**config.mk**
```make
export PLATFORM = sky130hd
export DESIGN_NAME = cgbs_sqrt
export DESIGN_NICKNAME = d
export VERILOG_FILES = /design/src/central_gravity_body_step_core_macros.svh /design/src/cgbs_sqrt.sv
export SDC_FILE = /design/constraint.sdc
export NUM_CORES = 2
export LEC_CHECK = 0
export ABC_AREA = 0
export BUFFER_PORTS_ARGS = -buffer_cell sky130_fd_sc_hd__buf_2
export CAP_MARGIN = 5
export CORE_UTILIZATION = 57
export DETAILED_ROUTE_END_ITERATION = 12
export HOLD_SLACK_MARGIN = 0.12
export MAX_ROUTING_LAYER = met4
export PLACE_DENSITY_LB_ADDON = 0.1
export RECOVER_POWER = 100
export REMOVE_ABC_BUFFERS = 1
export SLEW_MARGIN = 30
export SYNTH_ARGS = -nofsm -noshare
export SYNTH_HDL_FRONTEND = slang
export SYNTH_SLANG_ARGS = --single-unit
```
**constraint.sdc**
```tcl
create_clock -name clk_i -period 5.34 [get_ports clk_i]
set_input_delay 0.801 -clock clk_i [delete_from_list [all_inputs] [get_ports clk_i]]
set_output_delay 0.801 -clock clk_i [all_outputs]
set_load 0.01 [all_outputs]
```
**src/central_gravity_body_step_core_macros.svh**
```systemverilog
// ----------------------------------------------------------------------------
// Assertion macros for the central gravity body step core
// Concurrent checks clocked on clk_i and held off during reset.
// ----------------------------------------------------------------------------
`ifndef CENTRAL_GRAVITY_BODY_STEP_CORE_MACROS_SVH
`define CENTRAL_GRAVITY_BODY_STEP_CORE_MACROS_SVH

// Property must hold at every edge outside reset.
`define CGBS_ASSERT(lbl, prop, msg) \
  lbl: assert property (@(posedge clk_i) disable iff (!rst_ni) (prop)) else $error(msg);

// Consequent must follow the antecedent by non-overlapping implication.
`define CGBS_ASSERT_NEXT(lbl, ante, cons, msg) \
  lbl: assert property (@(posedge clk_i) disable iff (!rst_ni) (ante) |=> (cons)) else $error(msg);

`endif

```
**src/cgbs_sqrt.sv**
```systemverilog
// ----------------------------------------------------------------------------
// cgbs_sqrt
// Pipelined integer square root, one root bit per stage.
// ----------------------------------------------------------------------------
`timescale 1ns / 1ps

module cgbs_sqrt #(
  parameter int unsigned RW = 25,
  parameter int unsigned SW = 1
) (
  input  logic            clk_i,
  input  logic            rst_ni,
  input  logic            en_i,
  input  logic            vld_i,
  input  logic [2*RW-1:0] x_i,
  input  logic [SW-1:0]   sb_i,
  output logic            vld_o,
  output logic [RW-1:0]   root_o,
  output logic [SW-1:0]   sb_o
);

  logic            vld_q  [RW];
  logic [RW+1:0]   rem_q  [RW];
  logic [RW-1:0]   root_q [RW];
  logic [2*RW-1:0] x_q    [RW];
  logic [SW-1:0]   sb_q   [RW];

  for (genvar s = 0; s < RW; s++) begin : g_stage
    localparam int unsigned K = RW - 1 - s;
    logic            vld_p;
    logic [RW+1:0]   rem_p;
    logic [RW-1:0]   root_p;
    logic [2*RW-1:0] x_p;
    logic [SW-1:0]   sb_p;
    logic [RW+3:0]   trial;
    logic [RW+3:0]   sub;
    logic            ge;
    logic [RW+1:0]   rem_d;
    logic [RW-1:0]   root_d;

    if (s == 0) begin : g_entry
      assign vld_p  = vld_i;
      assign rem_p  = '0;
      assign root_p = '0;
      assign x_p    = x_i;
      assign sb_p   = sb_i;
    end else begin : g_mid
      assign vld_p  = vld_q[s-1];
      assign rem_p  = rem_q[s-1];
      assign root_p = root_q[s-1];
      assign x_p    = x_q[s-1];
      assign sb_p   = sb_q[s-1];
    end

    always_comb begin
      trial  = {rem_p, x_p[2*K+1 -: 2]};
      sub    = {2'b00, root_p, 2'b01};
      ge     = (trial >= sub);
      rem_d  = ge ? (RW+2)'(trial - sub) : trial[RW+1:0];
      root_d = {root_p[RW-2:0], ge};
    end

    always_ff @(posedge clk_i or negedge rst_ni) begin
      if (!rst_ni) begin
        vld_q[s] <= 1'b0;
      end else if (en_i) begin
        vld_q[s] <= vld_p;
      end
    end

    always_ff @(posedge clk_i) begin
      if (en_i) begin
        rem_q[s]  <= rem_d;
        root_q[s] <= root_d;
        x_q[s]    <= x_p;
        sb_q[s]   <= sb_p;
      end
    end
  end

  assign vld_o  = vld_q[RW-1];
  assign root_o = root_q[RW-1];
  assign sb_o   = sb_q[RW-1];

endmodule

```
==> results.md <==
- Vias in the first global route: 42100
- Post-synth EDFFs: 1561
- Startpoint types: input port
- Yosys reg bits: 1586
- FP Rows: 131
- IO Pins: 82
- DIE WIDTH: 361 um
- Hold Path Origin: x_i[33]
- CTS tree: done
- Clock tree buffer depth: 3
- Post-synth top area cell: edfxtp_1
- CP arrival: 4830 ps
- Most frequent cell after synthesis: edfxtp_1
- Seq. cell area: 47500 um^2
- Dominant delay contributor by cell family on the critical path: buffers and inverters
- Final setup fails: 0
- Top_reg_cell synth: edfxtp_1
- Pre-Repair DR Iteration Count: 7
- Global-route wire length before repair: 226000 um
- Final Hold Fails: 0
- Relative slew slack: -158%
- Tightest Hold Check Type: in2reg
- Routed wire length: 142000 um
- DR iter-0 viols: 3106
- Reg2Reg Launch Point: rem_q[2][97]
- Worst Clk Skew: 29.8 ps
- Grt total ovfl: 0
- PD cells: 421 nW/um^2
- Final Cell Area: 81600 um^2
- Area grow syn2layout: 11.0%
- Setup CP Type: in2reg
- Die Y-Extent: 361 um
- Total number of vias: 43700
- Number of CTS-inserted buffers: 165
- Fmax achieved: 0.224 GHz
- Cell count after synthesis: 5668
- CTS sink cnt: 1586
- Worst path max stage delay: 2560 ps
- Failing checks: max-capacitance violations, max-slew violations
- Met1 Usage GRT: 28.9%
- All-Layer GR Usage: 22.4%
- Max VDD drop: 301 uV
- Layout cell share with drive strength beyond 1: 7.13%
- Mapped Avg Cell Area: 13.0 um^2
- WP data required: 5710 ps
- Critical path buffers and inverters: 2
- Worst Hold End: x_q[0][33]
- Pin count of the biggest net entering global routing: 140
- DRC viols: 0
- Die ar.: 130000 um^2
- Worst Setup End Kind: register
- M2 GR Usage: 37.2%
- Total placed cells including tap cells: 7325
- Core ar.: 128000 um^2
- Worst path slowest cell: clkbuf_2
- H-tree Lvls: 4
- Warnings from Yosys: 0
- R2R depth: 8
- Asr flop ratio synth: 1.58%
- Area of the multi-input gates: 23900 um^2
- Root Buffer: clkbuf_16
- Post-DRT Antenna Nets: 0
- RSZ-0062 raised after global routing: false
- Synthesized area: 73600 um^2
- Final Worst Setup Slack: 882 ps
- Clock slew at reported path FFs: 60 ps
- Post-synth cell types: 85
- Initial antenna violation count: 2
- Fin. max-slew vios: 189
- HPWL Detailed: 101000 um
- Vias per std cell: 5.72
- Hold Crit Depth: 1
- PortBufs: 81
- Post-Place Worst Slack: 1490 ps
- GPL Wtd Cong: 0.927
- Commonest cells post-synth: 1561 x edfxtp_1, 447 x inv_1, 352 x ha_1, 348 x nand2_1, 335 x nor2_1
- Crit path max fanout: 130
- Nets: 6238
- Status: complete, but fails checks
- Critical path startpoint: en_i
- Leak: 0.0310 uW
- Reg-to-Reg End: rem_q[2][118]
- Clock insertion delay at the later pin of the skew report: 780 ps
- Top-area cell type share of the netlist area: 63.7%
- Reg2reg setup slack: 880 ps
- Post-DP Area: 76000 um^2
- Register area share after synthesis: 64.6%
- Maximum Capacitance Violations: 4
- Wire per inst: 18.6 um
- Post-route minimum period: 4460 ps
- Top cell by count, worst path: clkbuf_2
- Fill cells: 9763
- Gates resized, CTS repair: 0
- Worst-margin pin slew: 3860 ps
- Post-CTS setup buffers: 0
- GR peak layer: met2
- Util after Layout: 63.8%
- Final std cells w/o fill: 7637
- Synth area leaders: edfxtp_1 64%, ha_1 6.0%, xnor2_1 3.2%, xor2_1 2.6%, inv_1 2.3%
- Final period util: 83.5%
- Crit path cell chain: clkbuf_2 > clkbuf_2
- M3 GR Usage: 3.07%
- N_diodes: 0
- Starting Density: 57.5%
==> metal layers <==
metal	routed length, um	vias up
li1	-	21400
met1	62200	21100
met2	70100	927
met3	5970	272
met4	3740	0
met5	0	-
==> worst max-delay path by stage <==
stage	to	slack, ps	cells past startpoint
4_1_cts	rem_q[2][37]	1460	11
3_5_place_dp	rem_q[2][37]	1490	11
2_1_floorplan	rem_q[2][181]	-230	9
5_1_grt	root_q[0][382]	550	2
6_report	rem_q[1][162]	880	2
3_3_place_gp	rem_q[1][212]	1600	10
==> through the flow <==
step / hold slack [ps] / setup TNS, ps / power, uW
after global placement: 400 / 0 / 22600
after detailed placement: 405 / 0 / 22600
after global routing: 145 / 0 / 36000
final: 193 / 0 / 34400
after CTS: 134 / 0 / 34700
after floorplan: 400 / -1620 / 20700
==> where the power goes <==
part           switching [uW]  internal, uW  leakage (uW)
combinational            3370          2440        0.0129
clock                    4800          7190       0.00279
sequential               1000         15600        0.0153
==> registers in the layout (all words and copies together), names as in the netlist <==
register       flops
root_q           325
g_stage.vld_p     24
x_q              600
vld_o              1
sb_q              25
rem_q            611
==> cell usage in the layout, fill, tap and decap left out, types with 149 or more instances in the layout <==
| cell | synthesis | routed |
|---|---|---|
| edfxtp_1 | 1561 | 1561 |
| nor2_1 | 335 | 335 |
| nand2_1 | 348 | 348 |
| nor3_1 | 148 | 149 |
| inv_1 | 447 | 447 |
| a21oi_1 | 314 | 314 |
| clkbuf_16 | 0 | 168 |
| xor2_1 | 221 | 221 |
| ha_1 | 352 | 352 |
| xnor2_1 | 272 | 272 |
| o21ai_0 | 292 | 294 |
==> cells by family after synthesis <==
kind of cell / synth area share, %
AO/OA/AOI/OAI: 9.34
XOR/XNOR: 5.87
adder cells (fa/ha/maj): 5.99
buffers and inverters: 2.93
flip-flops: 64.6
multiplexers: 0.990
other: 0.00510
AND/OR/NAND/NOR: 10.3
==> final cells by class <==
| class | count | share of cell area (%) |
|---|---|---|
| tap | 1662 | 2.55 |
| clock inverter | 116 | 1.79 |
| inverter | 447 | 2.06 |
| clock buffer | 195 | 5.28 |
| sequential | 1586 | 58.2 |
| multi-input combinational | 3510 | 29.3 |
| timing repair buffer | 121 | 0.878 |
==> what timing repair did <==
item                                   4_1_cts  5_1_grt
hold buffers                                 1        0
setup endpoints to repair                    0        0
endpoints found under the hold margin       25        0
(Power assumes the default switching activity.)
